## src/hdl/pn2d_pkg.sv

```systemverilog
`default_nettype none
package pn2d_pkg;

   localparam int unsigned DEF_GRID_SIZE  = 256;
   localparam int unsigned DEF_FRAC_BITS  = 12;
   localparam int unsigned DEF_COORD_BITS = 24;

   localparam int unsigned Q16_SHIFT = 16;
   localparam int unsigned ONE_Q16   = 65536;
   localparam int unsigned NUM_BANKS = 4;
   localparam int unsigned QUEUE_DEPTH = 2;

   localparam logic FUNC_LOAD = 1'b0;
   localparam logic FUNC_EVAL = 1'b1;

   // Command word: is_eval, wbank(2), waddr, wcode(2), 4 read addresses,
   // x0/y0 parity, dx(16), dy(16).
   function automatic int unsigned cmd_width(input int unsigned addr_bits);
      return 39 + 5 * addr_bits;
   endfunction

   typedef struct packed {
      logic full;
      logic empty;
   } queue_status_type;

endpackage
`default_nettype wire

```

## src/hdl/pn2d_front.sv

```systemverilog
`default_nettype none
module pn2d_front
   import pn2d_pkg::*;
#(
   parameter int unsigned GRID_SIZE  = DEF_GRID_SIZE,
   parameter int unsigned FRAC_BITS  = DEF_FRAC_BITS,
   parameter int unsigned COORD_BITS = DEF_COORD_BITS,
   parameter int unsigned CMD_W      = cmd_width(2 * ($clog2(DEF_GRID_SIZE) - 1))
) (
   input  wire logic                         func,
   input  wire logic [7:0]                   grid_row,
   input  wire logic [7:0]                   grid_col,
   input  wire logic [1:0]                   gradient_code,
   input  wire logic signed [COORD_BITS-1:0] coord_x,
   input  wire logic signed [COORD_BITS-1:0] coord_y,
   output logic [CMD_W-1:0]                  cmd
);

   localparam int unsigned GB = $clog2(GRID_SIZE);
   localparam int unsigned AB = 2 * (GB - 1);
   localparam int unsigned XW = COORD_BITS + GB;

   typedef struct packed {
      logic                 is_eval;
      logic [1:0]           wbank;
      logic [AB-1:0]        waddr;
      logic [1:0]           wcode;
      logic [3:0][AB-1:0]   raddr;
      logic                 x0p;
      logic                 y0p;
      logic [15:0]          dx;
      logic [15:0]          dy;
   } cmd_type;

   cmd_type             c;
   logic [GB-1:0]       row, col, x0, x1, y0, y1, rsel, csel;
   logic signed [XW-1:0] xe, ye;

   always_comb begin
      row = GB'(grid_row);
      col = GB'(grid_col);
      // floor division by the fraction scale, then wrap to the grid
      xe = XW'(coord_x) >>> FRAC_BITS;
      ye = XW'(coord_y) >>> FRAC_BITS;
      x0 = xe[GB-1:0];
      y0 = ye[GB-1:0];
      x1 = x0 + GB'(1);
      y1 = y0 + GB'(1);

      c.is_eval = (func == FUNC_EVAL);
      c.wbank   = {row[0], col[0]};
      c.waddr   = {row[GB-1:1], col[GB-1:1]};
      c.wcode   = gradient_code;
      rsel = '0;
      csel = '0;
      for (int b = 0; b < 4; b++) begin
         rsel = (y0[0] == b[1]) ? y0 : y1;
         csel = (x0[0] == b[0]) ? x0 : x1;
         c.raddr[b] = {rsel[GB-1:1], csel[GB-1:1]};
      end
      c.x0p = x0[0];
      c.y0p = y0[0];
      c.dx  = 16'(coord_x[FRAC_BITS-1:0]) << (Q16_SHIFT - FRAC_BITS);
      c.dy  = 16'(coord_y[FRAC_BITS-1:0]) << (Q16_SHIFT - FRAC_BITS);
      cmd = c;
   end

endmodule
`default_nettype wire

```

## config.mk

```make
export PLATFORM = sky130hd
export DESIGN_NAME = pn2d_front
export DESIGN_NICKNAME = d
export VERILOG_FILES = /design/src/hdl/pn2d_pkg.sv /design/src/hdl/pn2d_front.sv
export SDC_FILE = /design/constraint.sdc
export NUM_CORES = 1
export LEC_CHECK = 0
export BUFFER_PORTS_ARGS = -buffer_cell sky130_fd_sc_hd__buf_2
export CORE_AREA = 2 2 67 69
export DETAILED_ROUTE_END_ITERATION = 7
export DIE_AREA = 0 0 69 71
export PLACE_DENSITY = 0.74
export SYNTH_ARGS = -nofsm -noshare
export SYNTH_HDL_FRONTEND = slang
export SYNTH_SLANG_ARGS = --single-unit
```

## constraint.sdc

```tcl
create_clock -name vclk -period 1.3
set_input_delay 0.195 -clock vclk [all_inputs]
set_output_delay 0.195 -clock vclk [all_outputs]
set_load 0.05 [all_outputs]
```

Word level (Yosys, flattened, before mapping) --
Cells that the tools add are included.
Storage, ports and cells: register bits after elaboration 0, logic and storage cells 6
Operators by class: muxes and demuxes 4, add/sub/neg operators 2
Operators by type and width (number):
- $mux 8 | 4
- $add 8x1->8 const B | 2

Longest topological paths before layout --
word-level depth 2, mapped depth 5

Least setup slack after synthesis --
No wires, ideal clock.
kind in2out, start point input coord_x[12], end point output cmd[81], stages 5, arrival time 1.816 ns, setup slack -0.711 ns, required time 1.105 ns, cells stage by stage ha_1 nand3_1 nor3_1 xor2_1 buf_4
On the way: word-level cells in the longest chain between the ends 2
RTL lines:
- from (decl) | RTL line pn2d_front.sv:14 | input wire logic signed [COORD_BITS-1:0] coord_x,
- $add 8x1->8 | RTL line pn2d_front.sv:47 | x1 = x0 + GB'(1);
- $mux 8 *
- to (decl) | RTL line pn2d_front.sv:16 | output logic [CMD_W-1:0] cmd
Every way passes the cells marked *; elsewhere a longest branch is shown, timed or not.

Final worst setup path --
start point input coord_x[13], end point output cmd[81]
On the way: word-level cells in the longest chain between the ends 2
RTL lines:
- $add 8x1->8 | RTL line pn2d_front.sv:47
- $mux 8 | RTL line pn2d_front.sv:58 | csel = (x0[0] == b[0]) ? x0 : x1;
Every way passes these cells.

==> results.cfg <==
[final_layout]
layout_commonest_cell = buf_4
fin_util_pct = 43.0
nFlopsAndLatches = 0
fin_nets = 243
seq_area_um2 = 0
clkbuf_count = 0
drive_above_1_share_pct = 86.5
final_area_um2 = 1810
final_cell_mix = buf_4, buf_6, buf_2, conb_1
diodes = 0
syn2layout_area_growth_pct = 79.3

[critical_path]
crit_fanout = 3
path_class = in -> out
path_cells = buf_8, ha_4, nand3_4, nor3_4, xor2_4, buf_6
crit_required_ns = 1.11
slowest_delay_ns = 0.28
crit_arrival_ns = 1.16
crit_path_start_kind = input pin
critPathSlowestCell = nor3_4
cp-end-kind = primary output

[place]
dpl.hpwl_um = 2510
placement.io_buffers = 74
placed_area_um2 = 1470
globalplace.congestion = 0.770
pre_cts_slack_ns = -0.213

[synth]
avgSynthCellArea_um2 = 7.00
synth_top_family_by_area = buffers and inverters
ys_types = 15
synthAdderAreaFrac_pct = 4.96
synth-compound-area-share_pct = 0
seq_area_frac_synth_pct = 0
synth_xor_area_share_pct = 15.6
synth_simple_gate_area_share_pct = 13.2
yosys_warnings = 0
synth_area_um2 = 1010
synth.area.mux_share_pct = 0
syn_inst = 144

[global_routing]
overflow = 0
grt_pass1_vias = 895
grt_max_degree = 8
antenna_found_initial = 0
grtUsageTotal_pct = 11.6
grt_first_pass_wirelength_um = 4710

[die]
initial_core_util_pct = 24.0
dieArea_um2 = 4900
ios = 176
die-width_um = 69
die_h_um = 71
num_rows = 24
core_area_um2 = 4200

[drt]
drt_iter0_drc = 11
routed_wl_um = 3210
wl_per_cell_um = 14.4
first_pass_iters = 4
final_antenna_net_count = 0
drc_errors = 0
vias_per_cell = 3.93
vias = 872

[power]
irDropWorstVdd_v = 0.000163
powerDensity_nw_per_um2 = 604
p_leak_nw = 0.849

[timing]
rsz0062_at_grt = yes
hold_violations = 0
setup_ws_ns = -0.0573
finalCritPeriodShare_pct = 104
fin_crit_ns = 1.36
setup_viol = 10
max_clock_freq_mhz = 737
drv_slew = 0

[hold_path]
hold_class = in -> out

[flow_run]
drv_cap = 0

[outcome]
status = finished, violations left
violations = setup timing

[clock_network]
cts_hold_buf = 0
## final cells by class
type                       instances  area [um2]
tap                               52        65.1
timing repair buffer             108         920
fill                             398        2400
inverter                           5        26.3
multi-input combinational         57         797
## logic make-up (layout without fill, tap and decap cells)
kind of cell	Yosys count	in the layout
AND/OR/NAND/NOR	27	27
adder cells (fa/ha/maj)	4	4
XOR/XNOR	18	18
buffers and inverters	94	113
other	1	8
## power by group
part	internal, mW	total [mW]	switching, mW	leakage, nW
Clock	0	0	0	0
Sequential	0	0	0	0
Combinational	0.371	1.09	0.722	0.849
## repair_timing
item | 4_1_cts | 5_1_grt
buffers inserted | 2 | 2
endpoints found under the setup margin | 38 | 32
gates resized for setup | 70 | 24
pin swaps | 15 | 8
## cells in the mapped netlist
cell type   n  area, um2
buf_4      83        623
xnor2_1    11       96.3
nor2_1      7       26.3
xor2_1      7       61.3
clkbuf_1    6       22.5
nand3_1     6       30.0
inv_1       5       18.8
nand4_1     5       31.3
ha_1        4       50.1
nand2_1     4       15.0
or2_2       2       12.5
and3_1      1       6.26
conb_1      1       3.75
nand2b_1    1       6.26
nor3_1      1       5.00
## worst max-delay path, delay by kind of cell
family	cells	cell delay, ns
AND/OR/NAND/NOR	2	0.37
buffers and inverters	2	0.26
XOR/XNOR	1	0.19
adder cells (fa/ha/maj)	1	0.15
## routing by layer
metal	GRT usage [%]	wire length (um)
met5	0	0
met3	3.85	339
met1	10.1	796
met2	24.3	1940
met4	4.14	127
## per-stage QoR
step | total power [mW] | TNS, ns | hold WS, ns | instances
after detailed placement | 0.944 | -4.65 | 0.390 | 219
after CTS | 1.05 | -0.444 | 0.390 | 221
after floorplan | 1.17 | -2.96 | 0.512 | 151
after global routing | 1.13 | -1.36 | 0.390 | 222
after global placement | 0.938 | -3.89 | 0.390 | 219
final | 1.09 | -0.377 | 0.390 | 222
## worst paths after layout
| path | start | endpoint | slack (ns) | depth (start not counted) |
|---|---|---|---|---|
| max | coord_x[13] | cmd[81] | -0.06 | 6 |
| min | coord_x[6] | cmd[26] | 0.39 | 0 |
Power figures use the tool's default switching activity.
