==> src/hdl/pn2d_pkg.sv <==
`default_nettype none
package pn2d_pkg;

   localparam int unsigned DEF_GRID_SIZE  = 256;
   localparam int unsigned DEF_FRAC_BITS  = 12;
   localparam int unsigned DEF_COORD_BITS = 24;

   localparam int unsigned Q16_SHIFT = 16;
   localparam int unsigned ONE_Q16   = 65536;
   localparam int unsigned NUM_BANKS = 4;
   localparam int unsigned QUEUE_DEPTH = 2;

   localparam logic FUNC_LOAD = 1'b0;
   localparam logic FUNC_EVAL = 1'b1;

   // Command word: is_eval, wbank(2), waddr, wcode(2), 4 read addresses,
   // x0/y0 parity, dx(16), dy(16).
   function automatic int unsigned cmd_width(input int unsigned addr_bits);
      return 39 + 5 * addr_bits;
   endfunction

   typedef struct packed {
      logic full;
      logic empty;
   } queue_status_type;

endpackage
`default_nettype wire

==> src/hdl/pn2d_queue.sv <==
`default_nettype none
module pn2d_queue
   import pn2d_pkg::*;
#(
   parameter int unsigned WIDTH = 8
) (
   input  wire logic             clock,
   input  wire logic             reset,
   input  wire logic             push,
   input  wire logic [WIDTH-1:0] push_data,
   input  wire logic             pop,
   output logic [WIDTH-1:0]      head,
   output queue_status_type      status
);

   logic [WIDTH-1:0] slot_ff [QUEUE_DEPTH];
   logic             wr_ptr_ff, rd_ptr_ff;
   logic [1:0]       count_ff, count_in;

   always_comb begin
      count_in = count_ff + 2'(push) - 2'(pop);
      status.full  = (count_ff == 2'(QUEUE_DEPTH));
      status.empty = (count_ff == 2'd0);
      head = slot_ff[rd_ptr_ff];
   end

   always_ff @(posedge clock) begin
      if (reset) begin
         wr_ptr_ff <= 1'b0;
         rd_ptr_ff <= 1'b0;
         count_ff  <= 2'd0;
      end else begin
         if (push) wr_ptr_ff <= ~wr_ptr_ff;
         if (pop)  rd_ptr_ff <= ~rd_ptr_ff;
         count_ff <= count_in;
      end
      if (push) slot_ff[wr_ptr_ff] <= push_data;
   end

endmodule
`default_nettype wire

==> config.mk <==
export PLATFORM = sky130hd
export DESIGN_NAME = pn2d_queue
export DESIGN_NICKNAME = d
export VERILOG_FILES = /design/src/hdl/pn2d_pkg.sv /design/src/hdl/pn2d_queue.sv
export SDC_FILE = /design/constraint.sdc
export NUM_CORES = 1
export LEC_CHECK = 0
export BUFFER_PORTS_ARGS = -buffer_cell sky130_fd_sc_hd__buf_2
export CAP_MARGIN = 30
export CORE_MARGIN = 2
export CORE_UTILIZATION = 44
export DETAILED_ROUTE_END_ITERATION = 7
export GPL_ROUTABILITY_DRIVEN = 1
export PLACE_DENSITY = 0.72
export SLEW_MARGIN = 15
export SYNTH_ARGS = -nofsm -noshare
export SYNTH_HDL_FRONTEND = slang
export SYNTH_SLANG_ARGS = --single-unit
==> constraint.sdc <==
create_clock -name clock -period 1.1 [get_ports clock]
set_input_delay 0.33 -clock clock [delete_from_list [all_inputs] [get_ports clock]]
set_output_delay 0.33 -clock clock [all_outputs]
set_load 0.05 [all_outputs]
# Word-level counts from Yosys, hierarchy flattened
# Memory sizes are Yosys's and may differ from the RTL's. A register that Yosys moved wholly into a read port is not among the register bits.
# Cells that the tools add are included.
[word_totals]
ram_bits = 16
input_bits = 12
n_memories = 1
reg_bits = 4
output_inout_bits = 10
[memory_table]
columns = ["memory", "words", "width", "rd", "rd_ports_with_merged_regs", "wr", "line", "source"]
rows = [
  ["slot_ff", 2, 8, 1, 1, 1, "pn2d_queue.sv:16", "logic [WIDTH-1:0] slot_ff [QUEUE_DEPTH];"],
]
[op_classes]
add_sub_neg = 2
n_eq_ne = 1
reduce_logical = 1
mux = 4
bitwise_logic = 2
[ops]
columns = ["op", "n"]
rows = [
  ["two-way mux 1 bit", 4],
  ["adder 2 x 1 -> 2 bit", 1],
  ["== test 2 bit (second input constant)", 1],
  ["zero test 2 bit", 1],
  ["inverter 1 bit", 2],
  ["subtractor 2 x 1 -> 2 bit", 1],
]

# Longest topological paths before layout
[logic_depth]
depth_word = 3
ltp_mapped = 6
mapped_depth_nobuf = 6

# Worst setup path after synthesis
# OpenSTA, ideal clock, no wires.
[synth_timing]
kind = "register -> output"
start = "register count_ff[1]"
end = "output status[1] (netlist bit)"
stages_incl_launch_ff = 2
n_path_buf = 0
slack_ns = -0.298
arrival_time_ns = 1.068
cell_sequence = "dfxtp_1 nor2b_1"
[synth_lines]
columns = ["item", "line", "source"]
rows = [
  ["from (decl)", "pn2d_queue.sv:18", "logic [1:0] count_ff, count_in;"],
  ["from (signal assigned)", "pn2d_queue.sv:35", "count_ff <= count_in;"],
  ["to (decl)", "pn2d_queue.sv:13", "output queue_status_type status"],
]

==> results.yml <==
status:
  status: "complete, but fails checks"
  violations: "setup timing"
layout:
  syn_to_final_growth_pct: 46.1
  final_area_um2: 1160
  mostFrequentLayoutCell: "edfxtp_1"
  drive_above_1_share_pct: 63.6
  fin_cells: 102
  fillerInstances: 121
  antennaDiodeCount: 0
  fin_nets: 92
  layout_common_cells: "edfxtp_1 (16), buf_2 (11), buf_6 (11), mux2_4 (8), buf_4 (5)"
critical_path:
  reg2reg_slack_ns: -0.15
  critPathCapture: "head[2]"
  critPathMaxFanout: 8
  reg2reg_to: "count_ff[1]"
  end_kind: "output pin"
  start_kind: "register"
  cp.required_ns: 0.77
  r2r_start: "count_ff[0]"
  crit_arrival_ns: 1.23
  r2r.worst_path.cells: 7
  critPathKind: "reg2out"
clock_tree:
  cts_hold_buf: 0
  cts-buffers-inserted: 3
  clock-sinks: 21
  clk_latency_ns: 0.29
  h-tree-depth: 1
  cts_root_buf: "clkbuf_4"
  cts_tree: "yes"
  cts.path.max_buffers: 2
  clk_pin_slew_ns: 0.11
place:
  hpwlAfterDp_um: 913
  dp_cells: 97
  place_congestion: 0.624
  dpl_cell_area_um2: 982
  port_buffers: 21
pwr:
  p_per_area_nw_per_um2: 1680
  p_leak_nw: 0.475
  swShare_pct: 29.9
  p_seq_share_pct: 50.0
  pwr-share-clk_pct: 18.0
  p_sw_uw: 584
  peakVddDrop_uv: 940
  p_int_mw: 1.37
  comb_power_share_pct: 32.0
timing:
  drv_slew: 0
  finalSetupViolCount: 12
  whs_ns: 0.222
  hold_viol: 0
  skew_ns: 0.00235
  max_freq_mhz: 643
  fin_setup_tns_ns: -4.31
  finalWorstSetupSlack_ns: -0.455
  rsz0062_at_grt: "yes"
  post-route-period-util_pct: 141
  finalCriticalPeriod_ns: 1.56
  tightest_slew_ns: 0.200
  slew_headroom_pct: 86.6
drt:
  vias: 451
  final_antenna_net_count: 0
  wirelength_mm: 1.30
  vias_per_cell: 4.42
  drt_pre_antenna_iters: 3
  drc: 0
  first_iter_violations: 1
  detail_route.wl_per_cell_um: 12.7
die:
  core_area_um2: 1710
  dieArea_um2: 2160
  chipHeight_um: 46.4
  die_w_um: 46.4
  rows: 15
  initial_utilization_pct: 46.4
  pin_count: 22
synthesis:
  yosys_warnings: 0
  avgSynthCellArea_um2: 17.2
  postSynthCellCount: 46
  ys_types: 11
  syn-cell-area_um2: 792
  ys_seq_elements: 21
  ys_seq_area_share_pct: 73.3
  synth_nets: 60
global_routing:
  antenna_found_initial: 0
  grt.total_usage_pct: 13.2
  grt_max_degree: 12
  grt-ovfl-total: 0
  grt_pass1_wl_mm: 1.88
  grt_pass1_vias: 467
job:
  drv_cap: 0
hold_path:
  hp-start: "push_data[1]"
  hold_path_class: "in2reg"
worst min path at each step:
stage | end | slack, ns | depth (start not counted)
after floorplan | count_ff[0] | 0.39 | 1
after global placement | rd_ptr_ff | 0.49 | 2
after detailed placement | rd_ptr_ff | 0.51 | 2
after CTS | slot_ff[1][2] | 0.21 | 1
after global routing | slot_ff[1][3] | 0.21 | 1
final | slot_ff[1][1] | 0.22 | 1
cells by family after synthesis:
logic type               after synthesis  share of synthesized area [%]
XOR/XNOR                               3                           5.06
adder cells (fa/ha/maj)                2                           3.16
buffers and inverters                  3                           1.58
flip-flops                            21                           73.3
multiplexers                           8                           11.4
AND/OR/NAND/NOR                        9                           5.53
power groups by stage:
stage / sequential (mW) / combinational, mW / clock, mW
after floorplan: 0.966 / 0.357 / 0
after global placement: 0.976 / 0.452 / 0
after detailed placement: 0.980 / 0.462 / 0
after CTS: 0.975 / 0.599 / 0.361
after global routing: 0.981 / 0.653 / 0.393
final: 0.976 / 0.623 / 0.351
synthesized netlist by cell type:
cell	instances	area [um^2]
dfxtp_1	5	100
buf_2	1	5.00
nor2b_1	3	18.8
xnor3_1	1	22.5
and2_1	1	6.26
ha_1	2	25.0
nor2_1	5	18.8
mux2_2	8	90.1
inv_1	2	7.51
edfxtp_1	16	480
xnor2_1	2	17.5
metrics by stage:
stage	setup slack, ns	power, mW	utilization, %
after floorplan	-0.101	1.32	-
after global placement	-0.223	1.43	57.5
after detailed placement	-0.226	1.44	57.5
after CTS	-0.461	1.94	66.7
after global routing	-0.490	2.03	67.8
final	-0.455	1.95	67.8
repair_timing:
| action | CTS | global route |
|---|---|---|
| pin swaps | 2 | 1 |
| gates resized for setup | 37 | 3 |
| setup endpoints to repair | 12 | 12 |
| gates cloned | 0 | 0 |
| setup buffers | 0 | 1 |
routing by layer:
metal / up-vias / track usage, % / routed length, um
met5: - / 0 / 0
met1: 214 / 12.5 / 521
met3: 2 / 2.35 / 41
met2: 9 / 25.8 / 729
li1: 226 / - / -
met4: 0 / 6.86 / 8
registers in the layout, summed over array words and instances, names as in the netlist, named ones only:
register   flops
rd_ptr_ff      1
wr_ptr_ff      1
slot_ff       16
count_ff       2
critical path, cell delays in order, from the launching register on:
cell	delay [ns]
dfxtp_4	0.45
mux2_4	0.32
buf_6	0.15
area by class of cell:
cell class	instances	area (um^2)	area share (%)
flip-flops and latches	21	587	50.7
repair buffers	28	231	20.0
well taps	25	31.3	2.70
clock buffers	4	26.3	2.27
inverters	2	10.0	0.865
multi-input cells	22	272	23.5
Note: power is estimated with default switching activity, not from simulation.
